### src/design/x2s_pkg.sv
`timescale 1ns / 1ps
// ----------------------------------------------------------------------------
// x2s_pkg
// Types, matrix coefficients and elaboration-time curve tables for the
// CIE XYZ to 8-bit sRGB encoder.
// ----------------------------------------------------------------------------
package x2s_pkg;

  // Pipeline depth: S1 products, S2 linear value, S3 encode setup,
  // eight threshold search steps, and the output register in the merge.
  localparam int X2S_LANE_STAGES = 11;
  localparam int X2S_STAGES      = X2S_LANE_STAGES + 1;
  localparam int X2S_LANES       = 3;

  localparam int X2S_COEF_W = 13;
  localparam int X2S_THR_W  = 17;
  localparam int X2S_LIN_W  = 17;

  localparam logic [X2S_LIN_W-1:0] X2S_LIN_ONE  = 17'd65536;
  localparam logic [X2S_LIN_W-1:0] X2S_LIN_KNEE = 17'd205;

  typedef logic signed [X2S_COEF_W-1:0] x2s_coef_t;

  // XYZ to linear sRGB, scaled by 65536 / 100, rows are R, G, B
  localparam x2s_coef_t [0:2][0:2] X2S_COEF = '{
    '{13'sd2124, -13'sd1007, -13'sd327},
    '{-13'sd635,  13'sd1229,  13'sd27},
    '{13'sd37,   -13'sd134,   13'sd693}
  };

  typedef logic [255:0][X2S_THR_W-1:0] x2s_thr_t;
  typedef logic [255:0][3:0]           x2s_knee_t;

  typedef struct packed {
    logic [15:0] cie_x;
    logic [15:0] cie_y;
    logic [15:0] cie_z;
  } x2s_in_t;

  typedef struct packed {
    logic [7:0] red_out;
    logic [7:0] green_out;
    logic [7:0] blue_out;
  } x2s_out_t;

  // Per-stage load enables from the pipeline control
  typedef struct packed {
    logic [X2S_STAGES-1:0] en;
  } x2s_ctrl_t;

  // What one lane hands to the merge stage
  typedef struct packed {
    logic       use_rom;
    logic [7:0] rom_code;
    logic [7:0] fixed_code;
  } x2s_lane_res_t;

  // log2 in Q24: leading one gives the integer part, then 24 rounds of
  // squaring a Q30 mantissa in [1,2)
  function automatic longint x2s_lg2q(longint unsigned v);
    int              n;
    longint unsigned z;
    longint          r;
    n = 0;
    if (v == 0) begin
      return 0;
    end
    for (int i = 1; i < 63; i++) begin
      if ((v >> i) != 0) n = i;
    end
    if (n <= 30) z = v << (30 - n);
    else         z = v >> (n - 30);
    r = longint'(n) <<< 24;
    for (int b = 23; b >= 0; b--) begin
      z = (z * z) >> 30;
      if (z >= (64'd2 << 30)) begin
        z = z >> 1;
        r = r + (longint'(1) <<< b);
      end
    end
    return r;
  endfunction

  // Entry k: smallest ROM index whose curve value reaches code k.
  // The curve is monotonic, so the code is the count of entries <= index.
  function automatic x2s_thr_t x2s_gamma_thresholds(int gbits);
    x2s_thr_t t;
    longint   lw;
    longint   rhs;
    longint   lhs;
    int       lo;
    int       hi;
    int       mid;
    int       sh;
    t  = '0;
    sh = 16 - gbits;
    lw = x2s_lg2q(64'd269025);
    for (int k = 1; k < 256; k++) begin
      rhs = (x2s_lg2q(longint'(1000 * k + 14025)) - lw) * longint'(1048576);
      lo  = 1;
      hi  = 1 << gbits;
      for (int it = 0; it < 18; it++) begin
        if (lo < hi) begin
          mid = (lo + hi) >> 1;
          lhs = longint'(436900) *
                (x2s_lg2q(longint'(mid) << sh) - (longint'(16) <<< 24));
          if (lhs >= rhs) hi = mid;
          else            lo = mid + 1;
        end
      end
      t[k] = X2S_THR_W'(lo);
    end
    return t;
  endfunction

  // Codes on the 12.92 slope for linear values up to the knee
  function automatic x2s_knee_t x2s_knee_table();
    x2s_knee_t t;
    t = '0;
    for (int i = 0; i < 256; i++) begin
      t[i] = 4'((longint'(i) * 329460) / 6553600);
    end
    return t;
  endfunction

endpackage

### src/design/x2s_ctrl.sv
`timescale 1ns / 1ps
// ----------------------------------------------------------------------------
// x2s_ctrl
// Valid tracking and per-stage load enables; bubbles collapse so a stage
// loads whenever it is empty or its successor moves.
// ----------------------------------------------------------------------------
module x2s_ctrl
  import x2s_pkg::*;
(
  input  logic      clk,
  input  logic      rst,
  input  logic      in_valid,
  output logic      in_ready,
  output logic      out_valid,
  input  logic      out_ready,
  output x2s_ctrl_t ctrl
);

  logic [X2S_STAGES-1:0] stage_valid;
  logic [X2S_STAGES-1:0] en;

  // Chain the enables back from the output register
  always_comb begin
    en[X2S_STAGES-1] = !stage_valid[X2S_STAGES-1] || out_ready;
    for (int i = X2S_STAGES - 2; i >= 0; i--) begin
      en[i] = !stage_valid[i] || en[i+1];
    end
  end

  // Advance valid bits along with the payload
  always_ff @(posedge clk) begin
    if (rst) begin
      stage_valid <= '0;
    end else begin
      if (en[0]) stage_valid[0] <= in_valid;
      for (int i = 1; i < X2S_STAGES; i++) begin
        if (en[i]) stage_valid[i] <= stage_valid[i-1];
      end
    end
  end

  assign ctrl.en   = en;
  assign in_ready  = en[0];
  assign out_valid = stage_valid[X2S_STAGES-1];

endmodule

### src/design/x2s_lane.sv
`timescale 1ns / 1ps
// ----------------------------------------------------------------------------
// x2s_lane
// One output channel: matrix row, clamp to [0,1], linear or knee code, and
// an eight-step binary search over the gamma threshold table.
// ----------------------------------------------------------------------------
module x2s_lane
  import x2s_pkg::*;
#(
  parameter int LANE             = 0,
  parameter int GAMMA_INDEX_BITS = 12
) (
  input  logic          clk,
  input  logic          linear_output,
  input  x2s_in_t       in_data,
  input  x2s_ctrl_t     ctrl,
  output x2s_lane_res_t res
);

  localparam int SHIFT = 16 - GAMMA_INDEX_BITS;
  localparam int IDX_W = GAMMA_INDEX_BITS + 1;

  localparam x2s_thr_t  THR  = x2s_gamma_thresholds(GAMMA_INDEX_BITS);
  localparam x2s_knee_t KNEE = x2s_knee_table();

  localparam x2s_coef_t C_X = X2S_COEF[LANE][0];
  localparam x2s_coef_t C_Y = X2S_COEF[LANE][1];
  localparam x2s_coef_t C_Z = X2S_COEF[LANE][2];

  // S1: one product per tristimulus value
  logic signed [29:0] prod_x;
  logic signed [29:0] prod_y;
  logic signed [29:0] prod_z;
  logic               mode1;

  always_ff @(posedge clk) begin
    if (ctrl.en[0]) begin
      prod_x <= C_X * $signed({1'b0, in_data.cie_x});
      prod_y <= C_Y * $signed({1'b0, in_data.cie_y});
      prod_z <= C_Z * $signed({1'b0, in_data.cie_z});
      mode1  <= linear_output;
    end
  end

  // S2: sum, drop fraction to Q16, clamp to [0,1]
  logic signed [31:0]    acc;
  logic [X2S_LIN_W-1:0]  lin_next;
  logic [X2S_LIN_W-1:0]  lin;
  logic                  mode2;

  assign acc = 32'(prod_x) + 32'(prod_y) + 32'(prod_z);

  always_comb begin
    if (acc[31]) begin
      lin_next = '0;
    end else if (acc[31:8] > 24'(X2S_LIN_ONE)) begin
      lin_next = X2S_LIN_ONE;
    end else begin
      lin_next = acc[24:8];
    end
  end

  always_ff @(posedge clk) begin
    if (ctrl.en[1]) begin
      lin   <= lin_next;
      mode2 <= mode1;
    end
  end

  // S3: linear code, knee code and ROM index
  logic [24:0] lin_scaled;
  logic [7:0]  fixed_next;
  logic        rom_next;

  assign lin_scaled = {lin, 8'd0} - 25'(lin);

  always_comb begin
    if (mode2) fixed_next = lin_scaled[23:16];
    else       fixed_next = 8'(KNEE[lin[7:0]]);
    rom_next = !mode2 && (lin > X2S_LIN_KNEE);
  end

  // Search state: element 0 is S3, element j+1 follows search step j
  logic [7:0]       srch_code [9];
  logic [IDX_W-1:0] srch_idx  [9];
  logic [7:0]       srch_fix  [9];
  logic             srch_rom  [9];

  always_ff @(posedge clk) begin
    if (ctrl.en[2]) begin
      srch_code[0] <= '0;
      srch_idx[0]  <= lin[X2S_LIN_W-1:SHIFT];
      srch_fix[0]  <= fixed_next;
      srch_rom[0]  <= rom_next;
    end
  end

  // Set one code bit per step, most significant first
  for (genvar j = 0; j < 8; j++) begin : g_search
    localparam logic [7:0] PROBE_BIT = 8'(1 << (7 - j));
    logic [7:0] probe;
    logic       take;

    assign probe = srch_code[j] | PROBE_BIT;
    assign take  = THR[probe] <= X2S_THR_W'(srch_idx[j]);

    always_ff @(posedge clk) begin
      if (ctrl.en[3+j]) begin
        srch_code[j+1] <= take ? probe : srch_code[j];
        srch_idx[j+1]  <= srch_idx[j];
        srch_fix[j+1]  <= srch_fix[j];
        srch_rom[j+1]  <= srch_rom[j];
      end
    end
  end

  assign res.use_rom    = srch_rom[8];
  assign res.rom_code   = srch_code[8];
  assign res.fixed_code = srch_fix[8];

endmodule

### src/design/x2s_merge.sv
`timescale 1ns / 1ps
// ----------------------------------------------------------------------------
// x2s_merge
// Pick each lane's code and hold the assembled pixel in the output register.
// ----------------------------------------------------------------------------
module x2s_merge
  import x2s_pkg::*;
(
  input  logic          clk,
  input  x2s_ctrl_t     ctrl,
  input  x2s_lane_res_t lane_res [X2S_LANES],
  output x2s_out_t      out_data
);

  logic [7:0] code [X2S_LANES];
  x2s_out_t   out_next;

  // Select ROM search result or the fixed code per lane
  always_comb begin
    for (int i = 0; i < X2S_LANES; i++) begin
      code[i] = lane_res[i].use_rom ? lane_res[i].rom_code : lane_res[i].fixed_code;
    end
    out_next.red_out   = code[0];
    out_next.green_out = code[1];
    out_next.blue_out  = code[2];
  end

  // Hold the pixel until the transfer completes
  always_ff @(posedge clk) begin
    if (ctrl.en[X2S_STAGES-1]) begin
      out_data <= out_next;
    end
  end

endmodule

### src/design/xyz_to_srgb_encoder.sv
`timescale 1ns / 1ps
// ----------------------------------------------------------------------------
// xyz_to_srgb_encoder
// CIE XYZ (Q8, white Y = 100.0) to 8-bit sRGB, linear or gamma encoded.
// ----------------------------------------------------------------------------
//  channel | signals                       | payload
//  --------+-------------------------------+------------------------------
//  in      | in_valid, in_ready, in_data   | cie_x, cie_y, cie_z (16 b)
//  out     | out_valid, out_ready, out_data| red_out, green_out, blue_out
//  cfg     | cfg_valid, cfg_ready, cfg_data| linear_output (1 b)
//
// One pixel per clock sustained while out_ready is high; the pipeline is the two
// arithmetic stages, the encode setup, the eight-step threshold search in
// each of the three channel lanes, and the output register.
// Reset clears all valid bits and linear_output; payload registers are not
// reset. Stages load when empty or when the next stage moves, so bubbles
// collapse and input is taken while a result waits at the output until all stages fill.
// cfg_ready is always high.
// ----------------------------------------------------------------------------
module xyz_to_srgb_encoder
  import x2s_pkg::*;
#(
  parameter int GAMMA_INDEX_BITS = 12
) (
  input  logic     clk,
  input  logic     rst,
  input  logic     in_valid,
  output logic     in_ready,
  input  x2s_in_t  in_data,
  output logic     out_valid,
  input  logic     out_ready,
  output x2s_out_t out_data,
  input  logic     cfg_valid,
  output logic     cfg_ready,
  input  logic     cfg_data
);

  logic          linear_output;
  x2s_ctrl_t     ctrl;
  x2s_lane_res_t lane_res [X2S_LANES];

  // Configuration register, write on transfer
  assign cfg_ready = 1'b1;

  always_ff @(posedge clk) begin
    if (rst) begin
      linear_output <= 1'b0;
    end else if (cfg_valid) begin
      linear_output <= cfg_data;
    end
  end

  x2s_ctrl u_ctrl (
    .clk       (clk),
    .rst       (rst),
    .in_valid  (in_valid),
    .in_ready  (in_ready),
    .out_valid (out_valid),
    .out_ready (out_ready),
    .ctrl      (ctrl)
  );

  // One lane per output channel
  for (genvar i = 0; i < X2S_LANES; i++) begin : g_lane
    x2s_lane #(
      .LANE             (i),
      .GAMMA_INDEX_BITS (GAMMA_INDEX_BITS)
    ) u_lane (
      .clk           (clk),
      .linear_output (linear_output),
      .in_data       (in_data),
      .ctrl          (ctrl),
      .res           (lane_res[i])
    );
  end

  x2s_merge u_merge (
    .clk      (clk),
    .ctrl     (ctrl),
    .lane_res (lane_res),
    .out_data (out_data)
  );

endmodule

### config.mk
export PLATFORM = sky130hd
export DESIGN_NAME = xyz_to_srgb_encoder
export DESIGN_NICKNAME = d
export VERILOG_FILES = /design/src/design/x2s_pkg.sv /design/src/design/x2s_ctrl.sv /design/src/design/x2s_lane.sv /design/src/design/x2s_merge.sv /design/src/design/xyz_to_srgb_encoder.sv
export SDC_FILE = /design/constraint.sdc
export NUM_CORES = 2
export LEC_CHECK = 0
export ABC_AREA = 1
export BUFFER_PORTS_ARGS = -buffer_cell sky130_fd_sc_hd__buf_2
export CAP_MARGIN = 20
export CORE_MARGIN = 4
export CORE_UTILIZATION = 25
export DETAILED_ROUTE_END_ITERATION = 8
export HOLD_SLACK_MARGIN = 0.05
export PLACE_DENSITY = 0.41
export SYNTH_ARGS = -nofsm -noshare
export SYNTH_HDL_FRONTEND = slang
export SYNTH_SLANG_ARGS = --single-unit
### constraint.sdc
create_clock -name clk -period 56.6 [get_ports clk]
set_clock_uncertainty 0.2 [all_clocks]
set_input_delay 14.15 -clock clk [delete_from_list [all_inputs] [get_ports clk]]
set_output_delay 14.15 -clock clk [all_outputs]
set_load 0.01 [all_outputs]
==> qor.csv <==
metric,value,unit
status,completed,
syn nets,9632,
hold_buf cts,0,
Die Span X,561.2,um
most common flop cell mapped by yosys,edfxtp_1,
fin. max-slew vios,0,
vias in the first global route,56280,
synth top area cells,"edfxtp_1, ha_1, fa_1",
Syn-to-layout area delta,11.92,%
Skew-Pair Late Insertion Delay,750,ps
r2r endpoint,g_lane[2].u_lane.prod_z[24]$_DFFE_PP_,
R2R Path Start,u_ctrl.stage_valid[11]$_SDFFE_PP0P_,
Seq. cell area,29180,um2
I/O Buffers,79,
post-synthesis sequential area ratio,38.13,%
asr flop ratio synth,0,%
Slew @ Worst Pin,970.3,ps
Max-Cap Viols,0,
Chip Height,561.2,um
fin crit period,33400,ps
fillers,32319,
fmax,29.94,MHz
clk slew on worst S/H paths,60,ps
synthesized cell area,76510,um2
DRT antenna net count,0,
Routed Wire Length,213.3,mm
Fin. Hold Viols,0,
via count,55474,
kind of critical path,in2out,
CTS resizes,0,
cts bufs inserted,109,
Worst Hold End,g_lane[2].u_lane.srch_fix[0][12]$_DFFE_PP_,
fraction of layout cells with a size suffix above 1,4.710,%
fin nets,9728,
Min-Delay Startpoint,g_lane[2].u_lane.srch_fix[0][4]$_SDFFCE_PN0P_,
DPL Wire Length,171.2,mm
syn_area_per_cell,9.411,um2
most frequent cells after synthesis,"inv_1, nand2_1, ha_1",
largest area contributor in the netlist,edfxtp_1,
routability cong.,0.9011,
First-pass DRT Iterations,6,
crit-path max FO,74,
DP Worst Slack,22980,ps
RSZ-0062 raised after global routing,false,
grt total ovfl,0,
Synth top area share,37.48,%
period utilisation layout,59.01,%
Slew headroom,35.24,%
Post-CTS Setup Inserts,0,
Initial Util,25.19,%
Worst path max stage delay,700,ps
largest net degree at the start of global routing,136,
number of H-tree levels,3,
Critical Path AT,19050,ps
Reg2Reg Depth,16,
Cells after Synth,8130,
setup ws final,23200,ps
"delay-heaviest family, CP",simple AND/OR/NAND/NOR gates,
setup TNS,0,ps
Critical Path End Type,primary output,
Total GRT Usage,13.36,%
HP Class,reg2reg,
Ports,81,
CTS root buf,clkbuf_16,
Via density,4.472,
initial antenna violation count,3,
"count leader, synth",inv_1,
"Buf+Inv Stages, Crit Path",3,
FF-to-FF setup slack,50180,ps
die area,315000,um2
CTS tree,built,
synth warn,0,
slowest CP cell,nor2_8,
Final setup viols,0,
Post-synth EDFFs,955,
Worst setup SP type,input port,
Std-Cell Rows,202,
Worst Hold Margin,176.3,ps
drt drc,0,
Worst Hold Depth,0,
CTS max path bufs,3,
post-DR wirelength/cell,17.20,um
number of distinct library cells after synthesis,75,
critical path required time,42250,ps
CP Cell Sequence,"buf_2, nor2_4, nand2_2, buf_4, nor2_4, nand2_4, nor2_4, nand2_4, nor2_4, nand2_4, nor2_4, nand2_4, nor2_8, nand2_4, buf_2",
first-pass GRT wire length,334.5,mm
# clock sinks,980,
Yosys reg bits,980,
Core Region,303800,um2
area of the multi-input gates,40940,um2
DRT iter0 DRCs,3392,
-- metrics by stage --
step	std cells	utilization (%)	instance area [um2]
6_report	12404	28.19	85630
5_1_grt	12403	28.19	85630
4_1_cts	12402	28.19	85630
3_5_place_dp	12195	26.92	81770
3_3_place_gp	12195	26.92	81770
2_1_floorplan	8130	-	76510
-- worst max-delay path by stage --
stage | start | endpoint | slack (ps) | cells past startpoint
2_1_floorplan | out_ready | in_ready | 18610 | 13
3_3_place_gp | out_ready | in_ready | 23050 | 15
3_5_place_dp | out_ready | in_ready | 22980 | 15
4_1_cts | out_ready | in_ready | 22970 | 15
5_1_grt | out_ready | in_ready | 22630 | 15
6_report | out_ready | in_ready | 23200 | 15
-- placed cells by master (no fill, tap or decap), types with 23 or more instances in the layout --
cell type,instances
a221oi_1,24
o211ai_1,52
mux2_2,24
xor2_1,126
nand4_1,71
a31oi_1,55
fa_1,363
a21oi_1,567
buf_4,29
edfxtp_1,955
nand2_1,1345
xnor2_1,55
buf_2,79
dfxtp_1,25
nor3_1,61
o21bai_1,23
nor2_1,499
nand3_1,297
clkbuf_1,24
clkinv_2,23
ha_1,1085
clkbuf_16,109
o21ai_0,426
inv_1,1546
-- cell type report --
class / instances / share of cell area, %
timing repair buffer: 109 / 0.7393
tap: 4080 / 5.961
multi-input combinational: 5451 / 47.80
inverter: 1575 / 6.910
antenna: 2 / 0.005844
clock buffer: 140 / 3.403
clock inverter: 67 / 1.103
sequential: 980 / 34.07
-- worst reg2reg max path, delay by kind of cell, from the launching register on --
| kind | cells | cell delay, ps |
|---|---|---|
| buf+inv | 4 | 1260 |
| flops | 1 | 320 |
| simple gates | 12 | 4080 |
-- metal layers --
metal | wire (um) | GRT usage, % | vias to the layer above
li1 | - | - | 27622
met1 | 101100 | 18.57 | 26523
met2 | 100600 | 22.57 | 1105
met3 | 7343 | 1.267 | 224
met4 | 4276 | 2.698 | 0
met5 | 0 | 0 | -
-- cell families (layout without fill, tap and decap cells) --
kind of cell	after synthesis	in the layout	synth area share, %
compound gates	1416	1416	10.78
other cells	1	3	0.004901
buf+inv	1699	1891	8.394
xor+xnor	181	181	2.072
mux	26	26	0.3794
flops	980	980	38.13
fa+ha+maj	1448	1448	27.24
simple gates	2379	2379	13.00
-- registers in the layout, summed over array words and instances (netlist names), named ones only --
name,cells
g_lane.u_lane.srch_idx,312
g_lane.u_lane.srch_fix,216
g_lane.u_lane.srch_code,108
g_lane.u_lane.prod_y,74
g_lane.u_lane.prod_z,71
g_lane.u_lane.prod_x,70
g_lane.u_lane.lin,51
g_lane.u_lane.srch_rom,27
u_merge.out_data,24
u_ctrl.stage_valid,12
g_lane.u_lane.mode1,1
g_lane.u_lane.mode2,1
linear_output,1
Power is left out: the tool's default activity adds up to more than one toggle a clock period on the data nets, which glitch-free logic cannot reach.
